### src/ias_pkg.sv
// Shared types and constants for the integer array sorter.
`timescale 1ns / 1ps

package ias_pkg;

  localparam int unsigned DATA_W = 32;

  typedef enum logic {
    ST_LOAD,
    ST_DRAIN
  } state_e;

  // Per-cycle command broadcast to every cell of the chain.
  typedef struct packed {
    logic load;
    logic shift;
  } cell_ctrl_t;

endpackage

### src/ias_cell.sv
// One cell of the insertion chain: holds a single element and its valid flag.
`timescale 1ns / 1ps

module ias_cell (
  input  logic                                clk_i,
  input  logic                                rst_ni,
  input  ias_pkg::cell_ctrl_t                 ctrl_i,
  input  logic signed [ias_pkg::DATA_W-1:0]   new_val_i,
  input  logic signed [ias_pkg::DATA_W-1:0]   left_val_i,
  input  logic                                left_valid_i,
  input  logic                                left_gt_i,
  input  logic signed [ias_pkg::DATA_W-1:0]   right_val_i,
  input  logic                                right_valid_i,
  output logic signed [ias_pkg::DATA_W-1:0]   val_o,
  output logic                                valid_o,
  output logic                                gt_o
);

  logic signed [ias_pkg::DATA_W-1:0] val_q, val_d;
  logic                              valid_q, valid_d;

  // An empty cell behaves as plus infinity, so the greater-than flags along
  // the chain form a single step at the insertion point.
  assign gt_o = !valid_q || (val_q > new_val_i);

  always_comb begin
    val_d   = val_q;
    valid_d = valid_q;
    if (ctrl_i.shift) begin
      val_d   = right_val_i;
      valid_d = right_valid_i;
    end else if (ctrl_i.load && gt_o) begin
      val_d   = left_gt_i ? left_val_i : new_val_i;
      valid_d = valid_q | left_valid_i;
    end
  end

  always_ff @(posedge clk_i or negedge rst_ni) begin
    if (!rst_ni) begin
      valid_q <= 1'b0;
    end else begin
      valid_q <= valid_d;
    end
  end

  always_ff @(posedge clk_i) begin
    val_q <= val_d;
  end

  assign val_o   = val_q;
  assign valid_o = valid_q;

endmodule

### config.mk
export PLATFORM = sky130hd
export DESIGN_NAME = ias_cell
export DESIGN_NICKNAME = d
export VERILOG_FILES = /design/src/ias_pkg.sv /design/src/ias_cell.sv
export SDC_FILE = /design/constraint.sdc
export NUM_CORES = 1
export LEC_CHECK = 0
export BUFFER_PORTS_ARGS = -buffer_cell sky130_fd_sc_hd__buf_2
export CAP_MARGIN = 5
export CELL_PAD_IN_SITES_DETAIL_PLACEMENT = 0
export CELL_PAD_IN_SITES_GLOBAL_PLACEMENT = 1
export CORE_UTILIZATION = 23
export DETAILED_ROUTE_END_ITERATION = 6
export PLACE_DENSITY_LB_ADDON = 0.25
export SYNTH_ARGS = -nofsm -noshare
export SYNTH_HDL_FRONTEND = slang
export SYNTH_SLANG_ARGS = --single-unit
### constraint.sdc
create_clock -name clk_i -period 6.1 [get_ports clk_i]
set_input_delay 1.525 -clock clk_i [delete_from_list [all_inputs] [get_ports clk_i]]
set_output_delay 1.525 -clock clk_i [all_outputs]
set_load 0.01 [all_outputs]
; Word-level counts from Yosys, hierarchy flattened
; Index checks and enable logic that the tools add are counted.
[classes]
mul = 0
n_div = 0
add_sub_neg = 0
muxes = 5
n_eq_ne = 0
reduce_logical = 4
n_shift = 0
bitwise_logic = 1
order_cmp = 1
[ops]
columns = operator, count
row1 = $mux 32, 3
row2 = $gt 32x32->1, 1
row3 = $mux 1, 2
row4 = $reduce_bool 2->1, 1
row5 = $logic_and 1x1->1, 1
row6 = $logic_not 1->1, 1
row7 = $logic_or 1x1->1, 1
row8 = $or 1x1->1, 1
[word_totals]
regBits = 33
out_inout_bits = 34
rom_bits = 0
word_cells = 13
ram_bits = 0
latchBits = 0
memories = 0
in_bits = 103

; Depth between registers and ports, before layout
; Gate-level depths: netlist (run 1).
[logic_depth]
ltp_word = 5
ltp_mapped = 8
mapped_depth_nobuf = 8

; Least setup slack after synthesis (run 1)
; No wires, ideal clock.
[synth_timing]
path_kind = input port to output port
startpoint = input port new_val_i[31] (netlist bit)
endpoint = output port gt_o
slack_ns = 1.176
n_path_buf = 0
cell_stages = 7
arrival_time_ns = 3.399
path_cell_list = inv_1 > ha_1 > nand4_2 > or4_4 > or3_1 > o211a_1 > o31ai_1
[synth_between]
elab_chain_cells = 2
[synth_lines]
columns = element, line
row1 = "start, declared", ias_cell.sv:8  ; input logic signed [ias_pkg::DATA_W-1:0] new_val_i,
row2 = $gt 32x32->1, ias_cell.sv:24  ; assign gt_o = !valid_q || (val_q > new_val_i);
row3 = $logic_or 1x1->1, ias_cell.sv:24
row4 = "end, declared", ias_cell.sv:16  ; output logic gt_o
; Every way passes these cells.

; Final worst setup path (run 1)
; Ends and elaborated chain as after synthesis.

==> results.md, run 1 <==
* Final Wtd Congestion at 0.746
* CTS tree: built
* Chip width at 107 microns
* Top-area cell type share of the netlist area at roughly two fifths
* Tmin final at slightly above 5 ns
* IO Pins at 137
* CTS HTree Levels at 2
* CTS max path bufs at 2
* Number of CTS-inserted buffers at 5
* Min-Delay Startpoint: valid_o$_DFFE_PN0P_
* Yosys top cell by area: edfxtp_1
* Worst r2r src: val_o[31]$_DFFE_PP_
* RSZ-0062 raised after global routing: no
* Top cells by area, synth: edfxtp_1, ha_1, mux2i_1, o21ai_0, nand2_1
* Gr ovfl total at 0
* Pwr Density at 194 nW/um^2
* First-pass GRT wire length at roughly 11 mm
* Antenna violations before repair at 0
* # diodes at 0
* Area grow syn2layout at 35.9%
* Port Buffer Count at 136
* DRT antenna net count at 0
* Cell area after synthesis at between 2000 and 3000 sq um
* Number of synthesized flops with an enable pin at 32
* Final Hold Fails at 0
* P_int at 456 uW
* Clock slew at reported path FFs at 0.07 ns
* Seq pwr share at ~45%
* Synth warn at 0
* Post-Place Cells at about 530
* Final Max Slew Viols at 0
* Starting DRT DRC Count at between 80 and 90
* Asr flop ratio synth at under 10%
* TNS Setup at 0 ns
* Rel. slew slack at a little under a third
* Number of detailed-route iterations in the first pass at 4
* Synth Instances at 270
* Resized Gates After CTS at 0
* Clk sink count at 33
* Via count at 2343
* Final cell count without fillers at about 540
* Combinational power share at between 30% and 40%
* Flop and latch count out of synthesis at 33
* CP endpoint kind: output pin
* Critical path required time at approximately 4.6 ns
* Clk_lat worst skew at ~0.28 ns
* # setup viols final at 0
* Sw Pwr at between 200 and 250 uW
* HPWL Detailed at 5.49 mm
* Clock share of power at about a quarter
* Fmax at ~190 MHz
* Main synth FF type: edfxtp_1
* Type of the worst setup path: in -> out
* Overall routing resource usage at about an eighth
* Seq/Total Area, Yosys at between 30 and 40%
* Drt wl/cell at 12.7 microns
* Share of post-route cells with drive strength above 1 at approximately 37%
* Syn avg cell area at 9.37 sq um
* Worst-Margin Slew at 1.03 ns
* Netlist cell types at 30
* Initial core utilization at around a quarter
* Remaining routing DRC violations at 0
* Die Y-Extent at 107 microns
* Row Count at 37
* Post-layout util at between 30% and 40%
* Post-CTS Setup Inserts at 0
* Skew final at around 0.014 ns
* Hold Crit Class: reg -> reg
* Crit. Startpoint: new_val_i[31]
* Clock root cell: clkbuf_8
* Leak pwr at around 1.8 nW
* CP max FO at 6
* Largest net degree at the start of global routing at 68
* Power Total at approximately 670 uW
* Vias per std cell at about 4.3
* Nets at 539
* Startpoint Class: input pin
* Syn_nets at between 400 and 500
* Worst Path Arrival at between 3 and 4 ns
* Number of global-route vias before repair at 2286
* Final worst-path cycle share at ~85%
* CTS Hold Bufs at 0
* VDD IR max at approximately 0.000070 V
* Floorplan core area at 10500 sq um
* Maxcap violations at 0
* Final wirelength at 6.86 mm
* Die footprint at approximately 11000 sq um
* Final hold slack at 0.677 ns
* Status: finished, final reports clean
* Switching part of the total at approximately a third
==> routing by layer <==
layer / vias to the layer above / share of wire (%) / wire (microns) / GRT usage [%]
met1: 1034 / 47 / 3240 / 15.7
li1: 1236 / - / - / -
met3: 2 / 5.4 / 370 / 2.43
met2: 71 / 47 / 3200 / 20.4
met5: - / 0 / 0 / 0
met4: 0 / 0.67 / 46 / 3.23
==> cell usage in the layout (no fill, tap or decap), drive strengths merged, types with 2 or more instances in the layout <==
cell and count:
clkinv 2, clkbuf 6, ha 32, edfxtp 32
mux2i 32, nand2 45, or4 3, o21a 2
nand3 3, o21ai 37, nand4 6, buf 138
nor2 2, inv 35, a21oi 15, a221oi 2
==> final timing paths <==
kind | endpoint | slack, ns | cells past startpoint
worst max-delay path | gt_o | 0.92 | 9
worst min-delay path | valid_o$_DFFE_PN0P_ | 0.68 | 2
worst max register to register | val_o[29]$_DFFE_PP_ | 2.79 | 7
worst min register to register | valid_o$_DFFE_PN0P_ | 0.68 | 2
max in group asynchronous | valid_o$_DFFE_PN0P_ | 5.01 | 1
min in group asynchronous | valid_o$_DFFE_PN0P_ | 1.01 | 1
==> layout make-up <==
type	instances	area (sq um)
multi-input cells	191	1370
clock inverters	2	10.0
clock buffers	6	72.6
repair buffers	138	696
inverters	35	131
well taps	136	170
flip-flops and latches	33	986
fillers	1120	7070
==> sequential cells by signal, indices dropped and copies added, names as in the netlist <==
register,flops
valid_o,1
val_o,32
==> power groups by stage <==
stage / sequential [mW] / combinational [mW] / clock (mW)
2_1_floorplan: 0.314 / 0.103 / 0
3_3_place_gp: 0.302 / 0.211 / 0
3_5_place_dp: 0.303 / 0.211 / 0
4_1_cts: 0.298 / 0.212 / 0.172
5_1_grt: 0.301 / 0.236 / 0.180
6_report: 0.297 / 0.206 / 0.163
==> cell families after synthesis <==
group / count (synthesis) / share of synthesized area, %
buffers and inverters: 46 / 6.83
muxes: 32 / 12.7
AOI/OAI and AO/OA: 61 / 13.3
DFF: 33 / 39.0
and+or+nand+nor: 66 / 12.4
adders and majority gates: 32 / 15.8
==> metrics by stage <==
stage / worst slack, ns / instance area [sq um]
finish: 0.923 / 3440
global route: 0.777 / 3440
CTS: 0.898 / 3440
detailed placement: 0.908 / 3350
global placement: 0.945 / 3350
floorplan: 1.18 / 2530
==> cells in the mapped netlist (all sizes together) (2+ instances only) <==
master	number
a21oi	15
nand4	6
nor2	2
o21ai	37
mux2i	32
edfxtp	32
clkbuf	8
ha	32
a221oi	2
inv	35
buf	3
o21a	2
nand2	45
or4	3
nand3	3
==> worst max-delay path: stages <==
cell	delay, ns
buf_2	0.09
inv_1	0.04
ha_1	0.38
nand4_2	0.17
or4_4	0.55
or3_1	0.34
o211a_1	0.14
o31ai_1	0.23
buf_2	0.18
Note: power is estimated with default switching activity, not from simulation.
==> run 2: changes to the inputs <==
==> constraint.sdc (replaced) <==
create_clock -name clk_i -period 5.4 [get_ports clk_i]
set_input_delay 1.35 -clock clk_i [delete_from_list [all_inputs] [get_ports clk_i]]
set_output_delay 1.35 -clock clk_i [all_outputs]
set_load 0.01 [all_outputs]
==> run 2 against run 1 <==
Net effect: clock-buffer cell count is the same; critical path type unchanged; critical path depth is the same; register-to-register slack lost 0.14 ns; power grew 14%; largest cell class unchanged; cell count grew 0.18%; critical endpoint unchanged; highest routed layer unchanged.
==> results.md, run 2 (synthesis results as in run 1) <==
* CP max FO at 6 (unchanged)
* Share of post-route cells with drive strength above 1 at 36.7% (+0.16 points)
* Hold Crit Class: reg -> reg
* Number of flip-flops in the largest register at 32 (unchanged)
* Resized Gates After CTS at 0 (unchanged)
* Final hold slack at 0.664 ns (-0.0129 ns)
* Final wirelength at 6.92 mm (+0.96%)
* Type of the worst setup path: in -> out
* Via count at 2355 (+0.51%)
* Register-to-Register Setup Slack at 2.65 ns (-0.14 ns)
* Starting DRT DRC Count at 99 (+13%)
* Tmin final at 4.91 ns
* Gr ovfl total at 0 (unchanged)
* Drt wl/cell at 12.8 microns (+0.78%)
* Port Buffer Count at 136 (unchanged)
* Slowest stage delay, CP at 0.55 ns (about the same)
* Commonest non-fill, non-tap cells in the layout: buf_2, nand2_1, o21ai_0, inv_1
* Final Wtd Congestion at 0.752 (+0.86%)
* Clock slew at reported path FFs at 0.07 ns (about the same)
* DRT antenna net count at 0 (unchanged)
* First-pass GRT wire length at 10.8 mm (-0.32%)
* Worst-Margin Slew at 1.00 ns (-0.0275 ns)
* Critical path required time at 4.05 ns (-0.53 ns)
* Status: finished, final reports clean
* DP Worst Slack at 0.489 ns (-0.419 ns)
* CTS max path bufs at 2 (unchanged)
* Number of detailed-route iterations in the first pass at 4 (unchanged)
* Number of CTS-inserted buffers at 5 (unchanged)
* CTS HTree Levels at 2 (unchanged)
* TNS Setup at 0 ns (unchanged)
* Rel. slew slack at 33.2% (+1.8 points)
* CTS Hold Bufs at 0 (unchanged)
* Die footprint at 11400 sq um (unchanged)
* Die Y-Extent at 107 microns (unchanged)
* Final Hold Fails at 0 (unchanged)
* Most common cell after layout, fill and taps aside: buf_2
* Nets at 540 (+0.19%)
* Final worst-path cycle share at between 90% and 100%
* Post-CTS Setup Inserts at 0 (unchanged)
* Crit-path slowest cell: or4_4
* Fmax at around 200 MHz
* Leak pwr at 1.79 nW (+0.25%)
* Crit-path cells: buf_2 > inv_1 > ha_1 > nand4_2 > or4_4 > or3_1 > o211a_1 > o31ai_1 > buf_2
* Overall routing resource usage at 12.1% (about the same)
* # fillers at 1107 (-1.2%)
* VDD IR max at 0.0000877 V (+26%)
* Startpoint Class: input pin
* Chip width at 107 microns (unchanged)
* Floorplan core area at 10500 sq um (unchanged)
* Largest net degree at the start of global routing at 50 (-26%)
* Pwr Density at 220 nW/um^2 (+13%)
* Worst setup margin at 0.489 ns (-0.434 ns)
* IO Pins at 137 (unchanged)
* Clock root cell: clkbuf_8
* Clk_lat worst skew at 0.29 ns (about the same)
* # setup viols final at 0 (unchanged)
* Maxcap violations at 0 (unchanged)
* CTS tree: built
* Clk sink count at 33 (unchanged)
* Skew final at 0.0120 ns (-0.00181 ns)
* Number of global-route vias before repair at 2299 (+0.57%)
* RSZ-0062 raised after global routing: no
* CP endpoint kind: output pin
* Worst Path Arrival at 3.56 ns (-0.09 ns)
* Remaining routing DRC violations at 0 (unchanged)
* Initial core utilization at 24.1% (unchanged)
* Row Count at 37 (unchanged)
* Vias per std cell at 4.35 (+0.33%)
* HPWL Detailed at 5.57 mm (+1.4%)
* Final Max Slew Viols at 0 (unchanged)
* # diodes at 0 (unchanged)
* Most used cell, CP: buf_2
* Area grow syn2layout at 36.2%
* Antenna violations before repair at 0 (unchanged)
## run 2: stage by stage
| step | cells | utilization (%) | cell area, sq um | power (mW) |
|---|---|---|---|---|
| floorplan | 270 | - | 2530 | 0.471 |
| CTS | 542 | 32.8 | 3440 | 0.776 |
| global route | 542 | 32.8 | 3440 | 0.814 |
| finish | 542 | 32.8 | 3440 | 0.757 |
| detailed placement | 534 | 32.0 | 3360 | 0.581 |
| global placement | 534 | 32.0 | 3360 | 0.579 |
## run 2: routing by layer
| layer | routed length (microns) | GRT usage [%] | part of all wire [%] | vias to the layer above |
|---|---|---|---|---|
| met5 | 0 | 0 | 0 | - |
| li1 | - | - | - | 1231 |
| met4 | 46 | 3.52 | 0.66 | 0 |
| met2 | 3290 | 20.6 | 48 | 80 |
| met3 | 326 | 2.31 | 4.7 | 2 |
| met1 | 3260 | 15.4 | 47 | 1042 |
## run 2: critical path, delay by kind of cell
family	cells	cell delay (ns)
AND/OR/NAND/NOR	3	1.07
adder cells (fa/ha/maj)	1	0.37
AO/OA/AOI/OAI	2	0.43
buffers and inverters	3	0.33
## run 2: power by group
part           leakage [nW]  switching (mW)  total [mW]  internal, mW
Combinational          1.41           0.127       0.234         0.107
Clock                0.0450          0.0976       0.187        0.0895
Sequential            0.341          0.0168       0.336         0.319
Total                  1.79           0.241       0.757         0.516
## run 2: layout make-up
type / count / area (sq um) / share of cell area, %
inverters: 35 / 131 / 3.82
clock buffers: 6 / 72.6 / 2.11
multi-input cells: 191 / 1370 / 39.8
clock inverters: 2 / 10.0 / 0.291
repair buffers: 139 / 703 / 20.4
flip-flops and latches: 33 / 986 / 28.6
well taps: 136 / 170 / 4.94
## run 2: worst paths after layout
path                                     start             endpoint  cells past startpoint
max in group asynchronous               rst_ni  valid_o$_DFFE_PN0P_                      1
min in group asynchronous               rst_ni  valid_o$_DFFE_PN0P_                      1
setup reg to reg           val_o[31]$_DFFE_PP_  val_o[28]$_DFFE_PP_                      8
setup / recovery                 new_val_i[31]                 gt_o                      9
hold reg to reg            valid_o$_DFFE_PN0P_  valid_o$_DFFE_PN0P_                      2
hold / removal             valid_o$_DFFE_PN0P_  valid_o$_DFFE_PN0P_                      2
==> run 3: changes to the inputs <==
--- a/config.mk
+++ b/config.mk
@@ -7,7 +7,7 @@
 export LEC_CHECK = 0
 export BUFFER_PORTS_ARGS = -buffer_cell sky130_fd_sc_hd__buf_2
 export CAP_MARGIN = 5
-export CELL_PAD_IN_SITES_DETAIL_PLACEMENT = 0
+export CELL_PAD_IN_SITES_DETAIL_PLACEMENT = 1
 export CELL_PAD_IN_SITES_GLOBAL_PLACEMENT = 1
 export CORE_UTILIZATION = 23
 export DETAILED_ROUTE_END_ITERATION = 6
==> constraint.sdc (replaced) <==
create_clock -name clk_i -period 4.1 [get_ports clk_i]
set_input_delay 1.025 -clock clk_i [delete_from_list [all_inputs] [get_ports clk_i]]
set_output_delay 1.025 -clock clk_i [all_outputs]
set_load 0.01 [all_outputs]
==> run 3 against run 2 <==
Net effect: highest routed layer unchanged; die area did not move; final area up 4.1%; critical endpoint unchanged; first-iteration DRC count shrank 55%.
==> results.md, run 3 (synthesis results as in run 1) <==
* Starting DRT DRC Count at 45 (-55%)
* Final hold slack at 0.505 ns (-0.159 ns)
* # setup viols final at 0 (unchanged)
* Number of global-route vias before repair at 2524 (+9.8%)
* IO Pins at 137 (unchanged)
* RSZ-0062 raised after global routing: yes
* # diodes at 0 (unchanged)
* Overall routing resource usage at 13.3% (+1.2 points)
* TNS Setup at 0 ns (unchanged)
* Leak pwr at 1.83 nW (+2.1%)
* Remaining routing DRC violations at 0 (unchanged)
* Final Max Slew Viols at 0 (unchanged)
* Most used cell, CP: buf_2
* Gr ovfl total at 0 (unchanged)
* Final Hold Fails at 0 (unchanged)
* Via count at 2456 (+4.3%)
* Vias per std cell at 4.46 (+2.6%)
* Die Y-Extent at 107 microns (unchanged)
* Rel. slew slack at 32.8% (-0.46 points)
* Post-Place Cells at 542 (+1.5%)
* First-pass GRT wire length at 12.0 mm (+11%)
* Final cell count without fillers at 551 (+1.7%)
* Row Count at 37 (unchanged)
* Port Buffer Count at 136 (unchanged)
* Number of detailed-route iterations in the first pass at 4 (unchanged)
* Clk sink count at 33 (unchanged)
* Slowest stage delay, CP at 0.53 ns (-0.02 ns)
* Initial core utilization at 24.1% (unchanged)
* VDD IR max at 0.000104 V (+19%)
* CTS HTree Levels at 2 (unchanged)
* DRT antenna net count at 0 (unchanged)
* Number of flip-flops in the largest register at 32 (unchanged)
* Skew final at 0.00516 ns (-0.00687 ns)
* Antenna violations before repair at 0 (unchanged)
* Most common cell after layout, fill and taps aside: buf_2
* Final wirelength at 7.50 mm (+8.4%)
* Worst Path Arrival at 3.00 ns (-0.56 ns)
* HPWL Detailed at 6.01 mm (+7.7%)
* CP max FO at 2 (-4)
* Share of post-route cells with drive strength above 1 at 40.2% (+3.5 points)
* Area grow syn2layout at 41.8%
* Critical path required time at 3.07 ns (-0.98 ns)
* Pwr Density at 282 nW/um^2 (+28%)
* Type of the worst setup path: in -> out
* Crit-path cells: buf_2 > inv_1 > ha_1 > nand4_2 > or4_4 > or3_4 > o211a_1 > o31ai_1 > buf_2
* Tmin final at 4.03 ns
* Die footprint at 11400 sq um (unchanged)
* Maxcap violations at 0 (unchanged)
* Final Wtd Congestion at 0.764 (+1.6%)
* Startpoint Class: input pin
* Fmax at about 250 MHz
* Nets at 550 (+1.9%)
* CTS Hold Bufs at 0 (unchanged)
* Floorplan core area at 10500 sq um (unchanged)
* Number of CTS-inserted buffers at 5 (unchanged)
* Hold Crit Class: in -> async
* Final worst-path cycle share at a little over nine tenths
* CP delay by family, top: simple AND/OR/NAND/NOR gates
* CTS max path bufs at 2 (unchanged)
* Commonest non-fill, non-tap cells in the layout: buf_2, nand2_1, o21ai_0, mux2i_1, edfxtp_1
* CTS tree: built
* Largest net degree at the start of global routing at 38 (-24%)
* Clock slew at reported path FFs at 0.07 ns (about the same)
* Chip width at 107 microns (unchanged)
* Clk_lat worst skew at 0.28 ns (about the same)
* Status: finished, final reports clean
* CP endpoint kind: output pin
* Drt wl/cell at 13.6 microns (+6.6%)
* Clock root cell: clkbuf_8
* Worst Path Buf+Inv at 3 (unchanged)
* Worst-Margin Slew at 1.01 ns (+0.00689 ns)
* Crit-path slowest cell: or4_4
[run 3: routing by layer]
metal,track usage [%],part of all wire (%),vias to the layer above
met1,16.3,44,1129
met4,3.52,0.61,0
met3,3.22,5.9,2
li1,-,-,1250
met5,0,0,-
met2,23.0,50,75
[run 3: path summary, 6_finish.rpt]
path                                     start             endpoint  slack (ns)  cells after the start
max                              new_val_i[30]                 gt_o        0.07                      9
min                                     rst_ni  valid_o$_DFFE_PN0P_        0.50                      1
max reg2reg                val_o[26]$_DFFE_PP_  val_o[19]$_DFFE_PP_        1.21                      9
min reg2reg                valid_o$_DFFE_PN0P_  valid_o$_DFFE_PN0P_        0.67                      2
max in group asynchronous               rst_ni  valid_o$_DFFE_PN0P_        3.51                      1
min in group clk_i         valid_o$_DFFE_PN0P_  valid_o$_DFFE_PN0P_        0.67                      2
[run 3: timing repair]
item / 4_1_cts / 5_1_grt
setup endpoints to repair: 0 / 1
resized for setup: 0 / 11
setup buffers: 0 / 2
[run 3: per-stage QoR]
step	power, mW	setup slack [ns]	instance area [sq um]	util [%]
5_1_grt	1.09	-0.0393	3590	34.1
4_1_cts	1.03	0.0139	3500	33.3
3_5_place_dp	0.782	0.0203	3420	32.6
3_3_place_gp	0.773	0.0368	3420	32.6
6_report	1.01	0.0726	3590	34.1
2_1_floorplan	0.621	0.176	2530	-
[run 3: report_power, final]
part / internal (mW) / leakage [nW] / switching [mW]
clock network: 0.115 / 0.0387 / 0.118
logic: 0.159 / 1.45 / 0.177
registers: 0.421 / 0.341 / 0.0242
total: 0.694 / 1.83 / 0.319
[run 3: cell type report]
class | count | area (sq um)
clock buffers | 6 | 72.6
clock inverters | 1 | 3.75
fillers | 1250 | 6920
inverters | 35 | 131
multi-input cells | 191 | 1440
flip-flops and latches | 33 | 986
well taps | 136 | 170
repair buffers | 149 | 785
